===== src/rtl/prafl_pkg.sv =====
package prafl_pkg;

  // Counters saturate at the longest read that is tracked.
  localparam int MAX_READ_LEN = 1024;
  localparam int CNT_W        = $clog2(MAX_READ_LEN + 1);
  localparam int NUM_CLASSES  = 5;
  localparam int CLASS_W      = $clog2(NUM_CLASSES);
  localparam int FRAC_W       = 17;
  localparam int FRAC_SHIFT   = 16;
  localparam int PROD_W       = FRAC_W + CNT_W;
  localparam int DIST_W       = 31;
  localparam int COORD_W      = 32;
  localparam int CFG_IDX_W    = 2;
  localparam int CFG_DATA_W   = 32;

  localparam logic [15:0] FLAG_PAIRED   = 16'h0001;
  localparam logic [15:0] FLAG_UNMAPPED = 16'h0004;
  localparam logic [15:0] FLAG_MATE_UNM = 16'h0008;
  localparam logic [15:0] FLAG_DUP      = 16'h0400;
  localparam logic [15:0] FLAG_SUPPL    = 16'h0800;

  localparam logic [3:0] CODE_A = 4'd1;
  localparam logic [3:0] CODE_C = 4'd2;
  localparam logic [3:0] CODE_G = 4'd4;
  localparam logic [3:0] CODE_T = 4'd8;

  localparam logic [CLASS_W-1:0] CLASS_A     = CLASS_W'(0);
  localparam logic [CLASS_W-1:0] CLASS_C     = CLASS_W'(1);
  localparam logic [CLASS_W-1:0] CLASS_G     = CLASS_W'(2);
  localparam logic [CLASS_W-1:0] CLASS_T     = CLASS_W'(3);
  localparam logic [CLASS_W-1:0] CLASS_OTHER = CLASS_W'(4);

  localparam logic [2:0] TYPE_OTHER_CHROM = 3'b001;
  localparam logic [2:0] TYPE_DISTANCE    = 3'b010;
  localparam logic [2:0] TYPE_SUPPL       = 3'b100;

  localparam logic [CFG_IDX_W-1:0] CFG_MIN_MAP_QUALITY   = CFG_IDX_W'(0);
  localparam logic [CFG_IDX_W-1:0] CFG_MAX_PAIR_DISTANCE = CFG_IDX_W'(1);
  localparam logic [CFG_IDX_W-1:0] CFG_MAX_BASE_FRACTION = CFG_IDX_W'(2);

  localparam logic [7:0]        MIN_MAP_QUALITY_RST   = 8'd0;
  localparam logic [DIST_W-1:0] MAX_PAIR_DISTANCE_RST = DIST_W'(10000);
  localparam logic [FRAC_W-1:0] MAX_BASE_FRACTION_RST = FRAC_W'(45875);

  typedef struct packed {
    logic [3:0]                base_code;
    logic                      base_valid;
    logic [15:0]               read_flags;
    logic [7:0]                map_quality;
    logic signed [COORD_W-1:0] ref_id;
    logic signed [COORD_W-1:0] mate_ref_id;
    logic signed [COORD_W-1:0] position;
    logic signed [COORD_W-1:0] mate_position;
    logic                      read_last;
    logic                      fragment_last;
  } in_word_t;

  typedef struct packed {
    logic       read_pass;
    logic [2:0] read_type;
    logic       fragment_done;
    logic       fragment_keep;
    logic [2:0] fragment_type;
  } out_word_t;

  function automatic logic [CLASS_W-1:0] class_of(input logic [3:0] code);
    logic [CLASS_W-1:0] cls;
    unique case (code)
      CODE_A:  cls = CLASS_A;
      CODE_C:  cls = CLASS_C;
      CODE_G:  cls = CLASS_G;
      CODE_T:  cls = CLASS_T;
      default: cls = CLASS_OTHER;
    endcase
    return cls;
  endfunction

endpackage


===== src/rtl/prafl_if.sv =====
interface prafl_in_if;
  logic                valid;
  logic                ready;
  prafl_pkg::in_word_t data;

  modport source (output valid, output data, input ready);
  modport sink (input valid, input data, output ready);
endinterface

interface prafl_out_if;
  logic                 valid;
  logic                 ready;
  prafl_pkg::out_word_t data;

  modport source (output valid, output data, input ready);
  modport sink (input valid, input data, output ready);
endinterface

interface prafl_cfg_if;
  logic                                valid;
  logic                                ready;
  logic [prafl_pkg::CFG_IDX_W-1:0]     index;
  logic [prafl_pkg::CFG_DATA_W-1:0]    data;

  modport source (output valid, output index, output data, input ready);
  modport sink (input valid, input index, input data, output ready);
endinterface


===== src/rtl/paired_read_abnormality_filter.sv =====
// Paired-read abnormality filter.
// in_ch takes one base per word with the read's flags, quality, reference
// ids and positions; those fields are used on the word with read_last set.
// Each read_last word yields one word on out_ch with the read's verdict and
// type and, with fragment_last, the fragment's keep decision. Other words
// yield nothing. cfg writes the three limits; it is always ready. The user must
// write cfg only while no read is in flight; the block does not enforce it.
// An accepted word passes one input register, then the counters, the
// fraction check (one 17x11 multiply and five compares) and the pair
// checks, which land in the output register.
// One word is taken every cycle unless out_ch stalls a read_last word: it
// waits in the input register and in_ch.ready drops until the result is
// taken; words without read_last keep flowing into the counters.
// Synchronous reset empties both registers, clears the base counters and
// fragment state, and loads the default limits.
module paired_read_abnormality_filter (
  input logic         clk,
  input logic         rst,
  prafl_in_if.sink    in_ch,
  prafl_out_if.source out_ch,
  prafl_cfg_if.sink   cfg
);
  import prafl_pkg::*;

  logic              s1_valid;
  in_word_t          s1_word;
  logic              out_valid;
  out_word_t         out_word;
  logic              out_free;
  logic              s1_move;
  logic              emit;

  logic [7:0]        min_map_quality;
  logic [DIST_W-1:0] max_pair_distance;
  logic [FRAC_W-1:0] max_base_fraction;

  logic              fragment_failed;
  logic [2:0]        fragment_type_acc;
  logic              fragment_failed_next;
  logic [2:0]        fragment_type_next;

  logic              overfrequent;
  logic              read_pass;
  logic [2:0]        read_type;
  logic [COORD_W:0]  diff_fwd;
  logic [COORD_W:0]  diff_rev;
  logic [COORD_W:0]  dist_limit;
  logic              too_far;

  prafl_base_stats u_stats (
    .clk               (clk),
    .rst               (rst),
    .step              (s1_move),
    .clear             (s1_word.read_last),
    .base_valid        (s1_word.base_valid),
    .base_code         (s1_word.base_code),
    .max_base_fraction (max_base_fraction),
    .overfrequent      (overfrequent)
  );

  assign cfg.ready    = 1'b1;
  assign out_ch.valid = out_valid;
  assign out_ch.data  = out_word;

  always_comb begin
    out_free    = !out_valid || out_ch.ready;
    s1_move     = s1_valid && (!s1_word.read_last || out_free);
    emit        = s1_move && s1_word.read_last;
    in_ch.ready = !s1_valid || s1_move;
  end

  // Both differences are 33 bits wide, so |d| > limit never wraps.
  always_comb begin
    diff_fwd   = {s1_word.position[COORD_W-1], s1_word.position}
               - {s1_word.mate_position[COORD_W-1], s1_word.mate_position};
    diff_rev   = {s1_word.mate_position[COORD_W-1], s1_word.mate_position}
               - {s1_word.position[COORD_W-1], s1_word.position};
    dist_limit = (COORD_W + 1)'(max_pair_distance);
    too_far    = ($signed(diff_fwd) > $signed(dist_limit))
              || ($signed(diff_rev) > $signed(dist_limit));

    read_pass = ((s1_word.read_flags & FLAG_PAIRED) != '0)
             && ((s1_word.read_flags & FLAG_UNMAPPED) == '0)
             && ((s1_word.read_flags & FLAG_MATE_UNM) == '0)
             && ((s1_word.read_flags & FLAG_DUP) == '0)
             && (s1_word.map_quality >= min_map_quality)
             && !overfrequent;

    read_type = '0;
    if (read_pass) begin
      if (s1_word.ref_id != s1_word.mate_ref_id) begin
        read_type = read_type | TYPE_OTHER_CHROM;
      end else if (too_far) begin
        read_type = read_type | TYPE_DISTANCE;
      end
      if ((s1_word.read_flags & FLAG_SUPPL) != '0) begin
        read_type = read_type | TYPE_SUPPL;
      end
    end

    fragment_failed_next = fragment_failed || !read_pass;
    fragment_type_next   = fragment_type_acc | read_type;
  end

  always_ff @(posedge clk) begin
    if (rst) begin
      s1_valid <= 1'b0;
    end else if (in_ch.ready) begin
      s1_valid <= in_ch.valid;
    end
    if (in_ch.ready && in_ch.valid) begin
      s1_word <= in_ch.data;
    end
  end

  always_ff @(posedge clk) begin
    if (rst) begin
      out_valid <= 1'b0;
    end else if (out_free) begin
      out_valid <= emit;
    end
    if (emit) begin
      out_word.read_pass     <= read_pass;
      out_word.read_type     <= read_type;
      out_word.fragment_done <= s1_word.fragment_last;
      out_word.fragment_keep <= s1_word.fragment_last && !fragment_failed_next
                                && (fragment_type_next != '0);
      out_word.fragment_type <= fragment_type_next;
    end
  end

  always_ff @(posedge clk) begin
    if (rst) begin
      fragment_failed   <= 1'b0;
      fragment_type_acc <= '0;
    end else if (emit) begin
      if (s1_word.fragment_last) begin
        fragment_failed   <= 1'b0;
        fragment_type_acc <= '0;
      end else begin
        fragment_failed   <= fragment_failed_next;
        fragment_type_acc <= fragment_type_next;
      end
    end
  end

  always_ff @(posedge clk) begin
    if (rst) begin
      min_map_quality   <= MIN_MAP_QUALITY_RST;
      max_pair_distance <= MAX_PAIR_DISTANCE_RST;
      max_base_fraction <= MAX_BASE_FRACTION_RST;
    end else if (cfg.valid) begin
      if (cfg.index == CFG_MIN_MAP_QUALITY) begin
        min_map_quality <= cfg.data[7:0];
      end
      if (cfg.index == CFG_MAX_PAIR_DISTANCE) begin
        max_pair_distance <= cfg.data[DIST_W-1:0];
      end
      if (cfg.index == CFG_MAX_BASE_FRACTION) begin
        max_base_fraction <= cfg.data[FRAC_W-1:0];
      end
    end
  end

endmodule


===== src/rtl/prafl_base_stats.sv =====
module prafl_base_stats (
  input  logic                           clk,
  input  logic                           rst,
  input  logic                           step,
  input  logic                           clear,
  input  logic                           base_valid,
  input  logic [3:0]                     base_code,
  input  logic [prafl_pkg::FRAC_W-1:0]   max_base_fraction,
  output logic                           overfrequent
);
  import prafl_pkg::*;

  logic [CNT_W-1:0]   counts [NUM_CLASSES];
  logic [CNT_W-1:0]   counts_next [NUM_CLASSES];
  logic [CNT_W-1:0]   length;
  logic [CNT_W-1:0]   length_next;
  logic [CLASS_W-1:0] cls;
  logic [PROD_W-1:0]  limit;
  logic [NUM_CLASSES-1:0] over;

  // The check sees the counts including the word that is being taken in.
  always_comb begin
    cls = class_of(base_code);
    for (int i = 0; i < NUM_CLASSES; i++) begin
      if (base_valid && cls == CLASS_W'(i) && counts[i] < CNT_W'(MAX_READ_LEN)) begin
        counts_next[i] = counts[i] + CNT_W'(1);
      end else begin
        counts_next[i] = counts[i];
      end
    end
    if (base_valid && length < CNT_W'(MAX_READ_LEN)) begin
      length_next = length + CNT_W'(1);
    end else begin
      length_next = length;
    end
    limit = PROD_W'(max_base_fraction) * PROD_W'(length_next);
    for (int i = 0; i < NUM_CLASSES; i++) begin
      over[i] = PROD_W'({counts_next[i], FRAC_SHIFT'(0)}) > limit;
    end
    overfrequent = |over;
  end

  always_ff @(posedge clk) begin
    if (rst) begin
      for (int i = 0; i < NUM_CLASSES; i++) begin
        counts[i] <= '0;
      end
      length <= '0;
    end else if (step) begin
      for (int i = 0; i < NUM_CLASSES; i++) begin
        counts[i] <= clear ? '0 : counts_next[i];
      end
      length <= clear ? '0 : length_next;
    end
  end

endmodule


===== src/flat_wrapper.sv =====
// flat-port wrapper written by rule: the top's interface ports become plain ports
module paired_read_abnormality_filter_flat import prafl_pkg::*;
  (clk, rst, in_ch_valid, in_ch_data, in_ch_ready, out_ch_valid, out_ch_data, out_ch_ready, cfg_valid, cfg_index, cfg_data, cfg_ready);
  prafl_in_if in_ch_i ();
  prafl_out_if out_ch_i ();
  prafl_cfg_if cfg_i ();
  input logic clk;
  input logic rst;
  input wire logic [$bits(in_ch_i.valid)-1:0] in_ch_valid;
  input wire logic [$bits(in_ch_i.data)-1:0] in_ch_data;
  output wire logic [$bits(in_ch_i.ready)-1:0] in_ch_ready;
  output wire logic [$bits(out_ch_i.valid)-1:0] out_ch_valid;
  output wire logic [$bits(out_ch_i.data)-1:0] out_ch_data;
  input wire logic [$bits(out_ch_i.ready)-1:0] out_ch_ready;
  input wire logic [$bits(cfg_i.valid)-1:0] cfg_valid;
  input wire logic [$bits(cfg_i.index)-1:0] cfg_index;
  input wire logic [$bits(cfg_i.data)-1:0] cfg_data;
  output wire logic [$bits(cfg_i.ready)-1:0] cfg_ready;
  assign in_ch_i.valid = in_ch_valid;
  assign in_ch_i.data = in_ch_data;
  assign in_ch_ready = in_ch_i.ready;
  assign out_ch_valid = out_ch_i.valid;
  assign out_ch_data = out_ch_i.data;
  assign out_ch_i.ready = out_ch_ready;
  assign cfg_i.valid = cfg_valid;
  assign cfg_i.index = cfg_index;
  assign cfg_i.data = cfg_data;
  assign cfg_ready = cfg_i.ready;
  paired_read_abnormality_filter u_core (.clk(clk), .rst(rst), .in_ch(in_ch_i), .out_ch(out_ch_i), .cfg(cfg_i));
endmodule

===== config.mk =====
export PLATFORM = sky130hd
export DESIGN_NAME = paired_read_abnormality_filter_flat
export DESIGN_NICKNAME = d
export VERILOG_FILES = /design/src/rtl/prafl_pkg.sv /design/src/rtl/prafl_if.sv /design/src/rtl/paired_read_abnormality_filter.sv /design/src/rtl/prafl_base_stats.sv /design/src/flat_wrapper.sv
export SDC_FILE = /design/constraint.sdc
export NUM_CORES = 1
export LEC_CHECK = 0
export BUFFER_PORTS_ARGS = -buffer_cell sky130_fd_sc_hd__buf_2
export CAP_MARGIN = 20
export CORE_MARGIN = 3
export CORE_UTILIZATION = 40
export DETAILED_ROUTE_END_ITERATION = 10
export SYNTH_ARGS = -nofsm -noshare
export SYNTH_HDL_FRONTEND = slang
export SYNTH_SLANG_ARGS = --single-unit

===== constraint.sdc =====
create_clock -name clk -period 10.6 [get_ports clk]
set_clock_uncertainty 0.05 [all_clocks]
set_input_delay 2.12 -clock clk [delete_from_list [all_inputs] [get_ports clk]]
set_output_delay 2.12 -clock clk [all_outputs]
set_load 0.01 [all_outputs]

==> results.json <==
{
  "num_io_pins": 210,
  "synth_area_sq_um": 23600,
  "chipHeight_um": 249,
  "worst_pin_slew_ns": 1.04,
  "setup_viol": 0,
  "maxSlewViolCount": 0,
  "ctsHoldBuffers": 0,
  "layout_min_cycle_time_ns": 9.82,
  "drt_first_iter_violations": 771,
  "grt.total_usage": 0.180,
  "p_leak_uw": 0.0117,
  "cpMostUsedCell": "fa_1",
  "io_buffers": 196,
  "gp_congestion": 0.887,
  "crit_fanout": 17,
  "synth_seq_cells": 285,
  "numCtsBuffers": 30,
  "fin_cells": 3456,
  "fin_util": 0.456,
  "synthTopCellsByCount": "inv_1 (317), nand2_1 (302), ha_1 (236), edfxtp_1 (212), a21oi_1 (176)",
  "critPathSlowestCell": "fa_1",
  "netlist.area_leader.share": 0.270,
  "min_path_type": "register to register",
  "grt_pass1_vias": 18300,
  "hp-start": "u_core.max_pair_distance[25]",
  "num_rows": 88,
  "path_clk_slew_ns": 0.06,
  "cpPeakStageDelay_ns": 0.56,
  "finalCritPeriodShare": 0.927,
  "cts_max_path_buffers": 3,
  "yosys.area.top_type": "edfxtp_1",
  "syn-num-nets": 3070,
  "r2r_start": "u_core.s1_word[154]",
  "die_area_sq_um": 62000,
  "area.growth.synth_to_final_pct": 12.1,
  "grt_overflow_total": 0,
  "nets": 3235,
  "post-place-ws_ns": 0.799,
  "fp.dieW_um": 249,
  "cts_root_buf": "clkbuf_16",
  "syn_avg_cell_area_sq_um": 9.44,
  "fillers": 5520,
  "synth_warnings": 0,
  "power.density_nw_per_um2": 112,
  "startpoint": "u_core.s1_word[154]",
  "via_count": 18200,
  "maxCapViolCount": 0,
  "timing.setup.tns_ns": 0,
  "synth-main-ff-cell": "edfxtp_1",
  "worst_ir_drop_vdd_v": 0.000142,
  "crit_path_end_kind": "register",
  "fmax_mhz": 102,
  "async_reset_ff_frac": 0,
  "initial_utilization": 0.407,
  "hpwl_mm": 45.4,
  "p_total_uw": 2970,
  "post-cts-setup-buffers": 0,
  "wire_per_inst_um": 16.5,
  "clock_latency_ns": 0.60,
  "relSlewSlack": 0.307,
  "seq_area_frac_synth": 0.332,
  "netlist_top_cells_area": "edfxtp_1 (27%), ha_1 (13%), fa_1 (12%), dfxtp_1 (6.2%), inv_1 (5.0%)",
  "drc": 0,
  "cts_resized": 0,
  "cts_tree": "done",
  "via_per_inst": 5.26,
  "core_area_sq_um": 58000,
  "dr.pass1.iters": 5,
  "drt-total-wl_mm": 57.2,
  "place_inst": 3397,
  "crit_path_start_kind": "register",
  "grt_pass1_wl_mm": 93.0,
  "yosysMostFrequentCell": "inv_1",
  "antenna_found_initial": 5,
  "arrival_ns": 10.13,
  "hold_viol_final": 0,
  "clock_sinks": 285,
  "synthDistinctLibCells": 82,
  "drive_gt1_frac": 0.112,
  "crit_type": "register to register",
  "synth-edff-count": 212,
  "ant_nets": 0,
  "status": "finished clean",
  "fin_ws_ns": 0.775,
  "crit_required_ns": 10.91,
  "rsz0062_at_grt": "false",
  "grt_max_degree": 77,
  "htree_num_levels": 1,
  "synth_cells": 2500
}
## critical path: cells and delay by family (launching register included)
| family | cells | cell delay, ns |
|---|---|---|
| xor gates and xnor gates | 2 | 0.58 |
| adders and majority gates | 7 | 3.18 |
| DFF | 1 | 0.40 |
| and+or+nand+nor | 10 | 2.36 |
| AOI/OAI and AO/OA | 11 | 2.40 |
| buffers and inverters | 5 | 0.59 |
## layout by cell type, fill, tap and decap left out, types with 120 or more instances in the layout
cell type,instances
ha_1,236
edfxtp_1,212
buf_2,196
nor2_1,120
nand2_1,302
xnor2_1,121
and2_1,121
inv_1,316
a21oi_1,176
fa_1,136
## kinds of logic after synthesis
kind of cell	after synthesis	synth area share
buffers and inverters	407	0.0653
XOR/XNOR	183	0.0687
AND/OR/NAND/NOR	772	0.162
adder cells (fa/ha/maj)	374	0.241
other	1	0.000159
multiplexers	8	0.00371
flip-flops	285	0.332
AO/OA/AOI/OAI	470	0.127
## worst paths after layout
path | end | slack, ns | cells after the start
setup / recovery | u_core.out_ch.data[2] | 0.78 | 35
hold / removal | u_core.max_pair_distance[25] | 0.41 | 2
setup reg to reg | u_core.out_ch.data[2] | 0.78 | 35
hold reg to reg | u_core.max_pair_distance[25] | 0.41 | 2
## per-stage QoR
stage               hold slack [ns]  cell area [sq um]
floorplan                     0.386              23600
global placement              0.395              25400
detailed placement            0.400              25400
CTS                           0.409              26500
global route                  0.436              26500
finish                        0.409              26500
## power by group
part,total (uW),internal [uW],switching [uW]
clock network,1090,632,456
logic,578,246,332
registers,1300,1260,42.7
total,2970,2140,831
## state kept, by name, summed over array words and instances (netlist names)
| name | flops |
|---|---|
| u_core.fragment_failed | 1 |
| u_core.fragment_type_acc | 3 |
| u_core.max_base_fraction | 17 |
| u_core.max_pair_distance | 31 |
| u_core.min_map_quality | 8 |
| u_core.out_ch.data | 9 |
| u_core.out_ch.valid | 1 |
| u_core.s1_valid | 1 |
| u_core.s1_word | 148 |
| u_core.u_stats.counts | 55 |
| u_core.u_stats.length | 11 |
## metal layers
layer / GRT usage / part of all wire
met1: 0.234 / 0.45
met2: 0.319 / 0.49
met3: 0.0212 / 0.041
met4: 0.0429 / 0.019
met5: 0 / 0.00070
## area by class of cell
type                            instances  area [sq um]  area share
Multi-Input combinational cell       1808         14300       0.539
Tap cell                              765           957      0.0362
Sequential cell                       285          7830       0.296
Clock inverter                         18           235     0.00889
Inverter                              317          1190      0.0450
Timing Repair Buffer                  223          1190      0.0450
Clock buffer                           38           791      0.0299
Antenna cell                            2          5.00    0.000189
No activity file was read; power rests on OpenSTA's default activity.
